File: config.mk
export PLATFORM = sky130hd
export DESIGN_NAME = ptls_front_flat
export DESIGN_NICKNAME = d
export VERILOG_FILES = /design/src/hdl/ptls_pkg.sv /design/src/hdl/ptls_if.sv /design/src/hdl/ptls_front.sv /design/src/flat_wrapper.sv
export SDC_FILE = /design/constraint.sdc
export NUM_CORES = 1
export LEC_CHECK = 0
export ABC_AREA = 0
export BUFFER_PORTS_ARGS = -buffer_cell sky130_fd_sc_hd__buf_2
export CORE_MARGIN = 10
export CORE_UTILIZATION = 41
export CTS_CLUSTER_DIAMETER = 40
export DETAILED_ROUTE_END_ITERATION = 10
export PLACE_DENSITY_LB_ADDON = 0.1
export SYNTH_ARGS = -nofsm -noshare
export SYNTH_HDL_FRONTEND = slang
export SYNTH_SLANG_ARGS = --single-unit
File: constraint.sdc
create_clock -name clock -period 1.8 [get_ports clock]
set_clock_uncertainty 0.2 [all_clocks]
set_input_delay 0.27 -clock clock [delete_from_list [all_inputs] [get_ports clock]]
set_output_delay 0.27 -clock clock [all_outputs]
set_load 0.02 [all_outputs]
File: src/hdl/ptls_pkg.sv
`timescale 1ns / 1ps
`default_nettype none

package ptls_pkg;

   localparam int unsigned TABLE_DEPTH = 256;
   localparam int unsigned TABLE_AW    = $clog2(TABLE_DEPTH);
   localparam int unsigned NUM_CHAN    = 3;

   localparam int unsigned QUEUE_DEPTH = 4;
   localparam int unsigned QUEUE_AW    = $clog2(QUEUE_DEPTH);

   localparam logic [7:0]  LUMA_KR   = 8'd77;
   localparam logic [7:0]  LUMA_KG   = 8'd150;
   localparam logic [7:0]  LUMA_KB   = 8'd29;
   localparam logic [7:0]  CHAN_MAX  = 8'd255;
   localparam logic [9:0]  SAT_RESET = 10'd332;

   typedef enum logic {
      OP_TABLE = 1'b0,
      OP_PIXEL = 1'b1
   } op_kind_type;

   // Classified work item. Table write: idx[0] = entry, idx[1] = value.
   // Pixel: idx[0..2] = red, green, blue.
   typedef struct packed {
      op_kind_type                    kind;
      logic [NUM_CHAN-1:0][7:0]       idx;
   } op_type;

   typedef struct packed {
      logic full;
      logic empty;
   } queue_stat_type;

   typedef struct packed {
      logic pop;
      logic s3_valid;
   } back_stat_type;

endpackage

`default_nettype wire

File: src/hdl/ptls_if.sv
`timescale 1ns / 1ps
`default_nettype none

interface ptls_req_if;
   logic       valid;
   logic       ready;
   logic       command;
   logic [7:0] table_index;
   logic [7:0] table_value;
   logic [7:0] red_in;
   logic [7:0] green_in;
   logic [7:0] blue_in;

   modport source (output valid, command, table_index, table_value,
                   red_in, green_in, blue_in, input ready);
   modport sink   (input valid, command, table_index, table_value,
                   red_in, green_in, blue_in, output ready);
endinterface


`default_nettype wire

File: src/hdl/ptls_front.sv
`timescale 1ns / 1ps
`default_nettype none

module ptls_front
   import ptls_pkg::*;
(
   input  wire logic   clock,
   input  wire logic   reset,
   ptls_req_if.sink    req,
   input  wire logic   queue_full,
   output logic        push,
   output op_type      push_op
);

   logic   front_valid_ff;
   logic   front_valid_in;
   op_type front_op_ff;
   op_type front_op_in;
   logic   accept;

   assign req.ready = !front_valid_ff || !queue_full;
   assign accept    = req.valid && req.ready;
   assign push      = front_valid_ff && !queue_full;
   assign push_op   = front_op_ff;

   // classify: keep only the fields the item's kind needs
   always_comb begin
      front_op_in = front_op_ff;
      if (accept) begin
         if (req.command) begin
            front_op_in.kind   = OP_PIXEL;
            front_op_in.idx[0] = req.red_in;
            front_op_in.idx[1] = req.green_in;
            front_op_in.idx[2] = req.blue_in;
         end else begin
            front_op_in.kind   = OP_TABLE;
            front_op_in.idx[0] = req.table_index;
            front_op_in.idx[1] = req.table_value;
            front_op_in.idx[2] = 8'd0;
         end
      end
   end

   always_comb begin
      front_valid_in = front_valid_ff;
      if (accept) begin
         front_valid_in = 1'b1;
      end else if (push) begin
         front_valid_in = 1'b0;
      end
   end

   always_ff @(posedge clock) begin
      if (reset) begin
         front_valid_ff <= 1'b0;
      end else begin
         front_valid_ff <= front_valid_in;
      end
      front_op_ff <= front_op_in;
   end

endmodule

`default_nettype wire

File: src/flat_wrapper.sv
// flat-port wrapper written by rule: the top's interface ports become plain ports
module ptls_front_flat import ptls_pkg::*;
  (clock, reset, queue_full, push, push_op, req_valid, req_command, req_table_index, req_table_value, req_red_in, req_green_in, req_blue_in, req_ready);
  ptls_req_if req_i ();
  input  wire logic clock;
  input  wire logic reset;
  input  wire logic queue_full;
  output logic push;
  output op_type push_op;
  input wire logic [$bits(req_i.valid)-1:0] req_valid;
  input wire logic [$bits(req_i.command)-1:0] req_command;
  input wire logic [$bits(req_i.table_index)-1:0] req_table_index;
  input wire logic [$bits(req_i.table_value)-1:0] req_table_value;
  input wire logic [$bits(req_i.red_in)-1:0] req_red_in;
  input wire logic [$bits(req_i.green_in)-1:0] req_green_in;
  input wire logic [$bits(req_i.blue_in)-1:0] req_blue_in;
  output wire logic [$bits(req_i.ready)-1:0] req_ready;
  assign req_i.valid = req_valid;
  assign req_i.command = req_command;
  assign req_i.table_index = req_table_index;
  assign req_i.table_value = req_table_value;
  assign req_i.red_in = req_red_in;
  assign req_i.green_in = req_green_in;
  assign req_i.blue_in = req_blue_in;
  assign req_ready = req_i.ready;
  ptls_front u_core (.clock(clock), .reset(reset), .req(req_i), .queue_full(queue_full), .push(push), .push_op(push_op));
endmodule
==> qor.yml <==
outcome: "finished clean"
regArea_um2: 771
die_w_um: 72.1
ys_seq_area_share_pct: 69.2
yosysUniqueCellTypes: 11
post-route-cell-area_mm2: 0.00155
crit_slowest_cell: "dlygate4sd3_1"
grt_use_met1_pct: 10.1
crit_chain: "dlygate4sd3_1 -> buf_2 -> nor2_1 -> dlygate4sd3_1"
critPathRequiredTime_ns: 1.86
p_per_area_mw_per_mm2: 769
period_share_pct: 81.5
critPathTopFamily: "buffers and inverters"
internal_power_w: 0.000914
net-switching-power_w: 0.000278
met3_usage_pct: 4.63
peakVddDrop_mv: 0.526
clkSinkCount: 26
multi_input_area_um2: 300
crit_fanout: 1
overflow: 0
dr.pass1.iters: 4
final-hold-violation-count: 0
maxCapViolCount: 0
crit_path_frequent_cell: "dlygate4sd3_1"
setup_slack_ns: 0.333
dpl.hpwl_um: 2090
coreArea_mm2: 0.00254
ys_warn_count: 0
grt-busiest-layer: "met2"
worstSetupEndpointType: "flip-flop"
drt_wl_total_um: 2590
grt.total_usage_pct: 9.86
path_buf_inv: 3
grt_pass1_wl_um: 4000
p_leak_nw: 0.722
syn_inst: 58
clkPwrFrac_pct: 20.1
postPlaceCellArea_mm2: 0.00150
r2r-start: "u_core.front_valid_ff$_SDFFE_PP0P_"
vias: 747
crit_type: "input pin to flip-flop"
syn_to_final_growth_pct: 39.2
io_pins: 72
antenna_found_initial: 0
drc: 0
rsz0062_at_grt: "no"
netlist_area_mm2: 0.00111
relSlewSlack_pct: 90.6
syn_nets: 103
clk_pin_slew_worst_paths_ns: 0.12
layout_min_cycle_time_ns: 1.47
rows: 18
cts_buffer_depth: 2
r2r_end: "u_core.front_valid_ff$_SDFFE_PP0P_"
wire_per_inst_um: 15.8
place_congestion: 0.658
tightest_slew_ns: 0.141
drive_gt1_share_pct: 68.7
n_antenna_cell: 0
post-cts-setup-buffer-count: 0
cp-startpoint: "reset"
worstPathArrival_ns: 1.53
fin_cells: 164
postRouteAntennaNets: 0
dieArea_mm2: 0.00520
final_nets: 180
grt_pass1_vias: 827
clk_latency_ns: 0.30
combPwrFrac_pct: 19.4
ys_ff_latch: 26
fmax_ghz: 0.682
die_y_um: 72.1
viasPerCell: 4.55
grt_max_degree: 26
cts_buffers: 3
critPathCapture: "u_core.front_valid_ff$_SDFFE_PP0P_"
critPathLaunchType: "input pin"
drt_iter0_drc: 24
start_util_pct: 43.8
fillerInstances: 225
use_met2_pct: 16.6
final_max_slew_viol_count: 0
rr_worst_depth: 3
switching_share_pct: 23.3
port_buffers: 71
avgSynthCellArea_um2: 19.2
h-tree-depth: 1
place_ws_ns: 0.436
p_seq_share_pct: 60.5
clockRootBuffer: "clkbuf_4"
cts-resized-gates: 0
finalSetupTns_ns: 0
cts_tree: "done"
setup_violations: 0
dpl.cell_count: 158
critical_path.max_stage_delay_ns: 0.53
path_depth: 4
hp-class: "input pin to flip-flop"
reg2reg_slack_ns: 0.46
-- repair_timing --
item / 4_1_cts / 5_1_grt
setup endpoints to repair: 0 / 0
hold buffers: 2 / 0
endpoints found under the hold margin: 1 / 0
-- cell usage after synthesis, drive strengths merged --
| cell | n | area (um2) |
|---|---|---|
| nand2 | 1 | 3.75 |
| dfxtp | 1 | 20.0 |
| nor2b | 1 | 6.26 |
| and2 | 9 | 56.3 |
| edfxtp | 25 | 751 |
| nor2 | 1 | 3.75 |
| a21oi | 1 | 5.00 |
| buf | 3 | 42.5 |
| mux2 | 16 | 225 |
-- cells by family (layout without fill, tap and decap cells) --
kind of cell	after synthesis	after routing	synth area share, %
AO/OA/AOI/OAI	1	1	0.449
buffers and inverters	3	79	3.82
flip-flops	26	26	69.2
multiplexers	16	16	20.2
AND/OR/NAND/NOR	12	12	6.29
-- state kept, by name, indices dropped and copies added (netlist names) --
signal                 cells
u_core.push_op            25
u_core.front_valid_ff      1
-- metal layers --
layer	vias to the layer above	share of wire [%]
met3	2	12
met5	-	0
li1	367	-
met2	42	50
met4	0	0.62
met1	336	37
-- worst min path at each step --
stage	start	end	slack, ns	cells past startpoint
CTS	req_blue_in[3]	u_core.push_op[19]$_SDFFCE_PN0P_	0.02	2
detailed placement	reset	u_core.front_valid_ff$_SDFFE_PP0P_	0.23	2
finish	req_blue_in[3]	u_core.push_op[19]$_SDFFCE_PN0P_	0.04	2
global placement	reset	u_core.front_valid_ff$_SDFFE_PP0P_	0.23	2
floorplan	reset	u_core.front_valid_ff$_SDFFE_PP0P_	0.14	1
global route	req_green_in[0]	u_core.push_op[8]$_DFFE_PP_	0.02	2
-- power by group through the flow --
stage	clock [W]	sequential, W	combinational, W
global placement	0	0.000734	0.000226
global route	0.000284	0.000725	0.000251
detailed placement	0	0.000736	0.000231
floorplan	0	0.000788	0.0000817
CTS	0.000257	0.000722	0.000235
finish	0.000240	0.000721	0.000231
-- metrics by stage --
stage | hold slack (ns) | util [%] | total power, W
detailed placement | 0.232 | 59.1 | 0.000967
global placement | 0.229 | 59.1 | 0.000959
CTS | 0.0182 | 60.9 | 0.00121
global route | 0.0195 | 60.9 | 0.00126
finish | 0.0378 | 60.9 | 0.00119
floorplan | 0.142 | - | 0.000870
-- area by class of cell --
cell class                 instances  share of cell area (%)
sequential                        26                    49.7
timing repair buffer              75                    26.8
multi-input combinational         29                    19.4
tap                               30                    2.42
clock buffer                       4                    1.69
-- cell usage in the layout (no fill, tap or decap), drive strengths merged --
cell and n:
buf 73, clkbuf 4, a21oi 1, nand2 1, edfxtp 25, nor2b 1
and2 9, dlygate4sd3 2, nor2 1, mux2 16, dfxtp 1
Power figures use the tool's default switching activity.
