File: src/hdl/ptls_pkg.sv
`timescale 1ns / 1ps
`default_nettype none

package ptls_pkg;

   localparam int unsigned TABLE_DEPTH = 256;
   localparam int unsigned TABLE_AW    = $clog2(TABLE_DEPTH);
   localparam int unsigned NUM_CHAN    = 3;

   localparam int unsigned QUEUE_DEPTH = 4;
   localparam int unsigned QUEUE_AW    = $clog2(QUEUE_DEPTH);

   localparam logic [7:0]  LUMA_KR   = 8'd77;
   localparam logic [7:0]  LUMA_KG   = 8'd150;
   localparam logic [7:0]  LUMA_KB   = 8'd29;
   localparam logic [7:0]  CHAN_MAX  = 8'd255;
   localparam logic [9:0]  SAT_RESET = 10'd332;

   typedef enum logic {
      OP_TABLE = 1'b0,
      OP_PIXEL = 1'b1
   } op_kind_type;

   // Classified work item. Table write: idx[0] = entry, idx[1] = value.
   // Pixel: idx[0..2] = red, green, blue.
   typedef struct packed {
      op_kind_type                    kind;
      logic [NUM_CHAN-1:0][7:0]       idx;
   } op_type;

   typedef struct packed {
      logic full;
      logic empty;
   } queue_stat_type;

   typedef struct packed {
      logic pop;
      logic s3_valid;
   } back_stat_type;

endpackage

`default_nettype wire

File: src/hdl/ptls_queue.sv
`timescale 1ns / 1ps
`default_nettype none

module ptls_queue
   import ptls_pkg::*;
(
   input  wire logic     clock,
   input  wire logic     reset,
   input  wire logic     push,
   input  wire op_type   push_op,
   input  wire logic     pop,
   output op_type        head,
   output queue_stat_type stat
);

   op_type              entry_ff [QUEUE_DEPTH];
   logic [QUEUE_AW-1:0] wr_ptr_ff;
   logic [QUEUE_AW-1:0] rd_ptr_ff;
   logic [QUEUE_AW:0]   count_ff;
   logic [QUEUE_AW:0]   count_in;

   assign stat.full  = (count_ff == (QUEUE_AW+1)'(QUEUE_DEPTH));
   assign stat.empty = (count_ff == '0);
   assign head       = entry_ff[rd_ptr_ff];

   always_comb begin
      count_in = count_ff;
      if (push && !pop) begin
         count_in = count_ff + 1'b1;
      end else if (pop && !push) begin
         count_in = count_ff - 1'b1;
      end
   end

   always_ff @(posedge clock) begin
      if (reset) begin
         wr_ptr_ff <= '0;
         rd_ptr_ff <= '0;
         count_ff  <= '0;
      end else begin
         if (push) begin
            wr_ptr_ff <= wr_ptr_ff + 1'b1;
         end
         if (pop) begin
            rd_ptr_ff <= rd_ptr_ff + 1'b1;
         end
         count_ff <= count_in;
      end
      if (push) begin
         entry_ff[wr_ptr_ff] <= push_op;
      end
   end

endmodule

`default_nettype wire

File: config.mk
export PLATFORM = sky130hd
export DESIGN_NAME = ptls_queue
export DESIGN_NICKNAME = d
export VERILOG_FILES = /design/src/hdl/ptls_pkg.sv /design/src/hdl/ptls_queue.sv
export SDC_FILE = /design/constraint.sdc
export NUM_CORES = 1
export LEC_CHECK = 0
export BUFFER_PORTS_ARGS = -buffer_cell sky130_fd_sc_hd__buf_2
export CAP_MARGIN = 5
export CORE_ASPECT_RATIO = 1.2
export CORE_MARGIN = 2
export CORE_UTILIZATION = 40
export CTS_CLUSTER_SIZE = 40
export DETAILED_ROUTE_END_ITERATION = 12
export SYNTH_ARGS = -nofsm -noshare
export SYNTH_HDL_FRONTEND = slang
export SYNTH_SLANG_ARGS = --single-unit
File: constraint.sdc
create_clock -name clock -period 1.6 [get_ports clock]
set_clock_uncertainty 0.1 [all_clocks]
set_input_delay 0.16 -clock clock [delete_from_list [all_inputs] [get_ports clock]]
set_output_delay 0.16 -clock clock [all_outputs]
set_load 0.1 [all_outputs]
==> impl_metrics.csv, run 1 <==
group,metric,value,unit
sta,finalHoldViolCount,0,
synth,yosys_warnings,0,
synth,synth-seq-cells,109,
detailed_routing,vias,1955,
detailed_routing,viasPerCell,4.85,
synth,netlist_instances,175,
cts,cts_tree,"yes",
power_and_ir_drop,combPwrFrac,26.3,%
synth,postSynth.asyncResetShare,0,%
sta,rsz0062_at_grt,"true",
detailed_routing,dr_wl_met3,268,um
global_routing,track_usage,14.2,%
synth,synth_top_area_share,73.6,%
synth,synth.net_count,210,
sta,layout_setup_ws,-302,ps
floorplanning,rows,40,
power_and_ir_drop,total_leakage_power,1.93,nW
hold_path,min-delay-start,"pop",
detailed_routing,first_iter_violations,85,
power_and_ir_drop,seq_power_share,46.0,%
synth,ys_seq_area_share,78.0,%
sta,finalSetupViolCount,25,
hold_path,min_path_cells,4,
cells_and_area,nFillCells,753,
synth,synth_edf_count,100,
detailed_routing,routed-wl-met2,3740,um
cts,clock-sinks,109,
worst_setup_path,crit_type,"register to output pin",
cells_and_area,diodes,0,
synth,synthTopCellsByArea,"edfxtp_1 (74%), mux4_2 (11%), dfxtp_1 (4.4%), mux4_1 (3.2%), ha_1 (1.5%)",
power_and_ir_drop,peakVddDrop,0.818,mV
synth,yosys.cell_types.count,23,
global_routing,antenna_found_initial,0,
hold_path,hold_path_class,"input pin to register",
placement,numPortBuffers,55,
synth,syn_area_per_cell,23.3,um2
sta,slew_headroom,73.0,%
detailed_routing,wirelength,7070,um
power_and_ir_drop,p_sw,0.00218,W
cts,h-tree-depth,3,
synth,synth_commonest_cells,"edfxtp_1 (100), mux4_2 (20), dfxtp_1 (9)",
sta,slew_violations,0,
floorplanning,io_pins,56,
floorplanning,die_h,115,um
global_routing,grt_max_degree,26,
global_routing,grt_pass1_vias,2163,
cells_and_area,fin_nets,307,
cells_and_area,drive_gt1_share,41.9,%
detailed_routing,met1Wirelength,2890,um
detailed_routing,route.detailed.wl_per_inst,17.5,um
sta,tightest_slew,406,ps
sta,setup_tns,-6900,ps
detailed_routing,ant_nets,0,
detailed_routing,drc,0,
global_routing,grt_overflow,0,
synth,ys.flop_type,"edfxtp_1",
cts,clock_latency,340,ps
worst_setup_path,end_kind,"output pin",
worst_setup_path,reg2reg_from,"count_ff[1]",
power_and_ir_drop,cellPowerDensity,1310,nW/um2
synth,synth_top_cell_by_area,"edfxtp_1",
worst_setup_path,rrSetupSlack,100,ps
worst_setup_path,r2r_cells,4,
placement,dpl.hpwl,4320,um
synth,syn_area,4080,um2
cells_and_area,postLayoutCoreUtil,55.6,%
cells_and_area,area_delta_synth_final,35.7,%
outcome,outcome,"complete, but fails checks",
flow_run,cap_violations,0,
worst_setup_path,r2r-end,"count_ff[2]",
power_and_ir_drop,p_clk_share,27.7,%
power_and_ir_drop,internal-power,0.00505,W
global_routing,grt_pass1_wl,11000,um
cts,cts-buffers-inserted,9,
outcome,failed_checks,"negative setup slack",
floorplanning,coreArea,9960,um2
worst_setup_path,arrival,1640,ps
cts,cts_max_path_buffers,2,
detailed_routing,maxUsedRoutingLayer,"met4",
power_and_ir_drop,swShare,30.2,%
detailed_routing,firstDrtPassIters,4,
synth,synth_most_common_cell,"edfxtp_1",
sta,fmax,0.526,GHz
cts,clk_pin_slew_worst_paths,70,ps
sta,fin_crit,1900,ps
floorplanning,die_w,96.2,um
cts,root_buffer,"clkbuf_16",
sta,fin_crit_sh,119,%
worst_setup_path,worstPathRequired,1340,ps
worst_setup_path,crit_fanout,12,
floorplanning,initial_utilization,41.0,%
placement,gp_routability_congestion,0.654,
floorplanning,dieArea,11000,um2
worst_setup_path,cp-start-kind,"register",
[cell usage in the layout, fill, tap and decap left out]
cell type	count
and2_4	3
clkinv_2	2
xnor2_1	2
buf_12	31
ha_1	5
inv_1	4
buf_2	28
clkbuf_1	1
mux2i_1	2
buf_4	8
nor3_4	1
fa_2	1
edfxtp_1	100
and2_2	1
mux4_2	25
dlygate4sd3_1	26
dfxtp_1	7
dfxtp_2	1
nor2_1	7
nand2_1	1
or3_1	1
a21oi_1	1
xor2_1	3
o21ai_0	1
nor3b_4	1
dfxtp_4	1
clkbuf_16	9
clkinvlp_4	4
[routing by layer]
layer,track usage [%],vias up
li1,-,903
met1,16.3,997
met2,23.8,42
met3,3.88,13
met4,7.81,0
met5,0,-
[through the flow]
step                instances  area, um2  hold WS, ps  total power (W)  setup slack, ps
global placement          361       4990          274          0.00522            -23.0
finish                    403       5540         91.5          0.00723             -302
global route              403       5540          142          0.00749             -355
detailed placement        361       4990          286          0.00523            -72.1
CTS                       403       5520         88.8          0.00728             -326
floorplan                 175       4080          159          0.00455             -239
[state kept, by name, summed over array words and instances (netlist names), named ones only]
signal and cells:
count_ff 3, rd_ptr_ff 2, entry_ff 100, wr_ptr_ff 2
[cell families (layout without fill, tap and decap cells)]
logic type	Yosys count	after routing	share of synthesized area, %
AO/OA/AOI/OAI	2	2	0.245
XOR/XNOR	5	5	1.07
adder cells (fa/ha/maj)	6	6	2.02
buffers and inverters	11	113	2.08
flip-flops	109	109	78.0
multiplexers	27	27	14.8
AND/OR/NAND/NOR	15	15	1.81
[cell type report]
type / count / area (um2) / area share [%]
repair buffers: 93 / 1080 / 19.5
multi-input cells: 55 / 827 / 14.9
flip-flops and latches: 109 / 3190 / 57.6
clock buffers: 10 / 229 / 4.13
well taps: 126 / 158 / 2.85
inverters: 4 / 15.0 / 0.271
clock inverters: 6 / 40.0 / 0.723
[power by group through the flow]
stage / combinational [W] / clock, W / sequential (W)
finish: 0.00190 / 0.00201 / 0.00332
global route: 0.00198 / 0.00217 / 0.00334
CTS: 0.00191 / 0.00205 / 0.00332
detailed placement: 0.00185 / 0 / 0.00338
global placement: 0.00184 / 0 / 0.00338
floorplan: 0.00119 / 0 / 0.00336
[what timing repair did]
| action | CTS | global route |
|---|---|---|
| setup buffers | 0 | 0 |
| endpoints found under the hold margin | 105 | 0 |
| resized for setup | 4 | 4 |
| hold buffers | 26 | 0 |
| endpoints found under the setup margin | 100 | 27 |
[worst max-delay path by stage]
stage          slack [ps]  cells after the start         from           to
2_1_floorplan        -240                      1  count_ff[1]      stat[1]
3_3_place_gp          -20                      8          pop  count_ff[2]
3_5_place_dp          -70                      8          pop  count_ff[2]
4_1_cts              -330                      3     register      head[5]
5_1_grt              -350                      3     register     head[15]
6_report             -300                      3     register      head[5]
[worst max-delay path, stage by stage, from the launching register on]
cell and delay [ps]:
dfxtp_4 380, buf_12 160, mux4_2 560, buf_12 190
Note: power is estimated with default switching activity, not from simulation.
==> inputs of run 2 (changes only) <==
--- a/config.mk
+++ b/config.mk
@@ -9,7 +9,7 @@
 export CAP_MARGIN = 5
 export CORE_ASPECT_RATIO = 1.2
 export CORE_MARGIN = 2
-export CORE_UTILIZATION = 40
+export CORE_UTILIZATION = 35
 export CTS_CLUSTER_SIZE = 40
 export DETAILED_ROUTE_END_ITERATION = 12
 export SYNTH_ARGS = -nofsm -noshare
==> run 2 against run 1 <==
  * The flow still finishes with violations (negative setup slack)
  * Sequential share of layout area down 0.40 points
  * Worst setup slack better by 3.3 ps
  * Via count up 0.36%
  * Sequential power about the same
  * Critical path type unchanged
==> impl_metrics.csv, run 2 (synthesis results as in run 1) <==
group,metric,value,unit
sta,tightest_slew,410,ps
cells_and_area,drive_gt1_share,40.6,%
worst_setup_path,crit_fanout,14,
cts,clock-sinks,109,
worst_setup_path,end_kind,"output pin",
global_routing,grt_pass1_vias,2237,
worst_setup_path,cp_slowest_cell,"mux4_2",
cells_and_area,layout_commonest_cell,"edfxtp_1",
cells_and_area,multiInputGateArea,812,um2
sta,fin_crit_sh,119,%
detailed_routing,vias,1962,
cts,cts-buffers-inserted,9,
worst_setup_path,cp-start-kind,"register",
sta,setup_tns,-6810,ps
placement,gp_routability_congestion,0.640,
worst_setup_path,path_cells,"buf_12, mux4_2, buf_12",
cells_and_area,fin_nets,306,
power_and_ir_drop,power,0.00733,W
hold_path,hold_path_class,"input pin to register",
worst_setup_path,crit_type,"register to output pin",
cts,cts_setup_buffers,0,
floorplanning,coreArea,11500,um2
cells_and_area,nFillCells,942,
cells_and_area,final-seq-area,3190,um2
worst_setup_path,arrival,1640,ps
sta,slew_violations,0,
detailed_routing,ant_nets,0,
power_and_ir_drop,cellPowerDensity,1310,nW/um2
cts,h-tree-depth,3,
cells_and_area,diodes,0,
cells_and_area,area_delta_synth_final,36.7,%
floorplanning,die_h,122,um
sta,finalSetupViolCount,25,
cts,clk_pin_slew_worst_paths,60,ps
cts,cts_max_path_buffers,2,
floorplanning,die_w,103,um
sta,finalHoldViolCount,0,
sta,rsz0062_at_grt,"true",
global_routing,track_usage,12.5,%
cells_and_area,max_flop_register,"entry_ff",
detailed_routing,wirelength,7050,um
placement,dp_slack,-80.1,ps
sta,layout_setup_ws,-299,ps
cells_and_area,largest_reg_flops,100,
sta,slew_headroom,72.7,%
sta,fin_crit,1900,ps
power_and_ir_drop,peakVddDrop,0.925,mV
detailed_routing,first_iter_violations,87,
worst_setup_path,worstPathRequired,1340,ps
global_routing,antenna_found_initial,0,
cts,root_buffer,"clkbuf_16",
detailed_routing,drc,0,
detailed_routing,firstDrtPassIters,3,
global_routing,grt_overflow,0,
global_routing,grt_pass1_wl,11400,um
cells_and_area,layout_common_cells,"edfxtp_1 (100), buf_12 (31), buf_2 (28), dlygate4sd3_1 (26), mux4_2 (25)",
power_and_ir_drop,total_leakage_power,1.94,nW
cts,cts_tree,"yes",
cells_and_area,reg_top3,"entry_ff: 100 flops, count_ff: 3 flops",
worst_setup_path,max_stage_delay,570,ps
detailed_routing,route.detailed.wl_per_inst,16.3,um
floorplanning,dieArea,12500,um2
outcome,failed_checks,"negative setup slack",
floorplanning,initial_utilization,35.6,%
sta,fmax,0.527,GHz
worst_setup_path,cpMostUsedCell,"buf_12",
cts,clock_latency,330,ps
floorplanning,rows,43,
outcome,outcome,"complete, but fails checks",
flow_run,cap_violations,0,
detailed_routing,viasPerCell,4.53,
worst_setup_path,cp.buffers_inverters,2,
global_routing,grt_max_degree,26,
placement,numPortBuffers,55,
worst_setup_path,cpLargestDelayFamily,"multiplexers",
placement,dpl.hpwl,4570,um
floorplanning,io_pins,56,
run 2: changes by cell type in the layout (fill, tap and decap cells not counted), sizes merged:
cell,previous run,this run
clkinvlp,4,1
bufinv,0,1
clkinv,2,3
inv,4,5
buf,67,66
run 2: path summary, 6_finish.rpt:
path	startpoint	to	slack [ps]	cells past startpoint
worst min-delay path	pop	register	130	4
worst min register to register	rd_ptr_ff[1]	register	430	2
worst max register to register	count_ff[0]	count_ff[2]	60	4
worst max-delay path	register	head[14]	-300	3
run 2: stage by stage:
step	utilization, %	hold slack (ps)	area [um2]	cells
finish	48.7	126	5580	433
floorplan	-	159	4080	175
CTS	48.7	108	5580	433
global placement	43.8	272	5020	391
global route	48.7	154	5580	433
detailed placement	43.8	278	5020	391
run 2: where the power goes:
group | internal, W | switching, W | leakage [nW]
sequential | 0.00327 | 0.0000548 | 0.994
clock | 0.00121 | 0.000916 | 0.138
combinational | 0.000719 | 0.00117 | 0.811
total | 0.00519 | 0.00214 | 1.94
run 2: timing repair:
item,4_1_cts,5_1_grt
resized for setup,4,1
pin swaps,0,0
hold buffers,26,0
setup endpoints to repair,100,26
endpoints found under the hold margin,102,0
run 2: cell type report:
type                    instances  area share, %
clock buffers                  10           4.11
clock inverters                 6           1.12
inverters                       4          0.269
multi-input cells              55           14.6
flip-flops and latches        109           57.2
well taps                     157           3.52
repair buffers                 92           19.3
run 2: metal layers:
| metal | GRT usage, % | vias to the layer above | share of wire, % |
|---|---|---|---|
| met5 | 0 | - | 0 |
| li1 | - | 895 | - |
| met1 | 14.7 | 1019 | 41 |
| met4 | 3.25 | 0 | 0.61 |
| met2 | 22.4 | 42 | 55 |
| met3 | 3.47 | 6 | 3.9 |
run 2: tightest hold or removal path, stage by stage:
cell and delay (ps):
buf_2 90, buf_4 110, xnor2_1 80, nor2_1 90
==> inputs of run 3 (changes only) <==
==> constraint.sdc (replaced) <==
create_clock -name clock -period 1.6 [get_ports clock]
set_clock_uncertainty 0.1 [all_clocks]
set_input_delay 0.32 -clock clock [delete_from_list [all_inputs] [get_ports clock]]
set_output_delay 0.32 -clock clock [all_outputs]
set_load 0.1 [all_outputs]
==> run 3 against run 2 <==
  * Global-route usage down 0.30 points
  * Critical path type unchanged
  * Combinational power about the same
  * Hold slack worse by 34 ps
  * Die area unchanged
  * The run still ends with negative setup slack left
==> impl_metrics.csv, run 3 (synthesis results as in run 1) <==
group,metric,value,unit
cells_and_area,max_flop_register,"entry_ff",
cells_and_area,drive_gt1_share,49.0,%
detailed_routing,routed-wl-met2,3670,um
worst_setup_path,endpoint,"head[2]",
detailed_routing,wirelength,6880,um
cts,clock_latency,340,ps
floorplanning,rows,43,
floorplanning,io_pins,56,
worst_setup_path,crit_type,"register to output pin",
power_and_ir_drop,cellPowerDensity,1400,nW/um2
cells_and_area,fin_cells,416,
placement,numPortBuffers,55,
cells_and_area,postLayoutCoreUtil,47.9,%
floorplanning,die_w,103,um
detailed_routing,firstDrtPassIters,6,
detailed_routing,route.detailed.wl_per_inst,16.5,um
flow_run,cap_violations,0,
cts,h-tree-depth,3,
global_routing,grt_max_degree,26,
cells_and_area,largest_reg_flops,100,
sta,tightest_slew,388,ps
sta,fin_crit,2060,ps
cells_and_area,layout_common_cells,"edfxtp_1 (100), buf_12 (33), buf_2 (28), mux4_2 (25), buf_4 (12)",
cells_and_area,layout_commonest_cell,"edfxtp_1",
outcome,failed_checks,"negative setup slack",
cts,root_buffer,"clkbuf_16",
sta,slew_violations,0,
cells_and_area,diodes,0,
sta,fmax,0.485,GHz
sta,rsz0062_at_grt,"true",
placement,dpl.hpwl,4610,um
cells_and_area,reg_top3,"entry_ff: 100 flops, count_ff: 3 flops",
detailed_routing,ant_nets,0,
power_and_ir_drop,internal-power,0.00552,W
placement,gp_routability_congestion,0.654,
power_and_ir_drop,total_leakage_power,1.91,nW
worst_setup_path,cp-start-kind,"register",
global_routing,antenna_found_initial,0,
hold_path,min-delay-start,"push_op[12]",
power_and_ir_drop,peakVddDrop,0.751,mV
hold_path,hold_path_class,"input pin to register",
worst_setup_path,crit_fanout,12,
detailed_routing,first_iter_violations,43,
cts,cts_max_path_buffers,2,
sta,layout_setup_ws,-463,ps
sta,finalHoldViolCount,0,
power_and_ir_drop,p_clk_share,32.1,%
global_routing,grt_pass1_vias,2035,
cts,clock-sinks,109,
sta,finalSetupViolCount,26,
worst_setup_path,rrSetupSlack,50,ps
detailed_routing,drc,0,
worst_setup_path,worstPathRequired,1180,ps
cells_and_area,fin_nets,289,
detailed_routing,maxUsedRoutingLayer,"met4",
sta,fin_crit_sh,129,%
worst_setup_path,end_kind,"output pin",
worst_setup_path,r2r-end,"count_ff[2]",
global_routing,track_usage,12.2,%
floorplanning,die_h,122,um
power_and_ir_drop,seq_power_share,43.2,%
power_and_ir_drop,combPwrFrac,24.8,%
sta,slew_headroom,74.1,%
worst_setup_path,r2r_cells,5,
power_and_ir_drop,swShare,28.2,%
worst_setup_path,arrival,1640,ps
floorplanning,coreArea,11500,um2
detailed_routing,dr_wl_met3,313,um
worst_setup_path,reg2reg_from,"count_ff[1]",
cts,cts-buffers-inserted,9,
detailed_routing,met1Wirelength,2800,um
power_and_ir_drop,p_sw,0.00217,W
global_routing,grt_overflow,0,
cts,cts_tree,"yes",
placement,dp_cells,399,
floorplanning,dieArea,12500,um2
floorplanning,initial_utilization,35.6,%
global_routing,grt_pass1_wl,10800,um
outcome,outcome,"complete, but fails checks",
detailed_routing,vias,1891,
cells_and_area,area_delta_synth_final,34.4,%
cts,clk_pin_slew_worst_paths,70,ps
detailed_routing,viasPerCell,4.55,
[run 3: power by group through the flow]
| stage | registers, W | clock network, W | logic (W) |
|---|---|---|---|
| after floorplan | 0.00337 | 0 | 0.00120 |
| after global placement | 0.00338 | 0 | 0.00190 |
| after detailed placement | 0.00339 | 0 | 0.00191 |
| after CTS | 0.00332 | 0.00252 | 0.00192 |
| after global routing | 0.00334 | 0.00262 | 0.00198 |
| final | 0.00332 | 0.00247 | 0.00190 |
[run 3: worst max-delay path, cell delays in order (launching register included)]
cell     delay (ps)
dfxtp_4         370
buf_12          170
mux4_2          560
buf_12          190
[run 3: cell type report]
cell class	count	area, um2
fillers	957	5970
flip-flops and latches	109	3190
repair buffers	75	913
multi-input cells	55	831
clock buffers	10	229
well taps	157	196
clock inverters	6	110
inverters	4	15.0
[run 3: worst min path at each step]
stage          cells past startpoint         endpoint
2_1_floorplan                      0   entry_ff[0][0]
3_3_place_gp                       2     rd_ptr_ff[1]
3_5_place_dp                       2         register
4_1_cts                            1  entry_ff[3][13]
5_1_grt                            1  entry_ff[0][19]
6_report                           1  entry_ff[1][12]
[run 3: per-stage QoR]
stage	cell area, um2	setup WS (ps)	hold WS (ps)	setup TNS [ps]	total power, W
2_1_floorplan	4100	-184	319	-3980	0.00457
6_report	5490	-463	92.9	-11200	0.00769
3_3_place_gp	5120	-133	403	-5650	0.00527
3_5_place_dp	5120	-207	405	-5350	0.00529
5_1_grt	5490	-519	85.4	-12640	0.00794
4_1_cts	5480	-493	82.8	-12010	0.00777
[run 3: routing by layer]
layer | vias up | global-route usage (%)
li1 | 869 | -
met1 | 966 | 14.6
met2 | 49 | 20.8
met3 | 7 | 3.47
met4 | 0 | 4.50
met5 | - | 0
[run 3: repair_timing]
item / CTS / global route
hold buffers: 0 / 0
buffers inserted: 1 / 0
resized for setup: 5 / 2
pin swaps: 1 / 0
setup endpoints to repair: 52 / 28
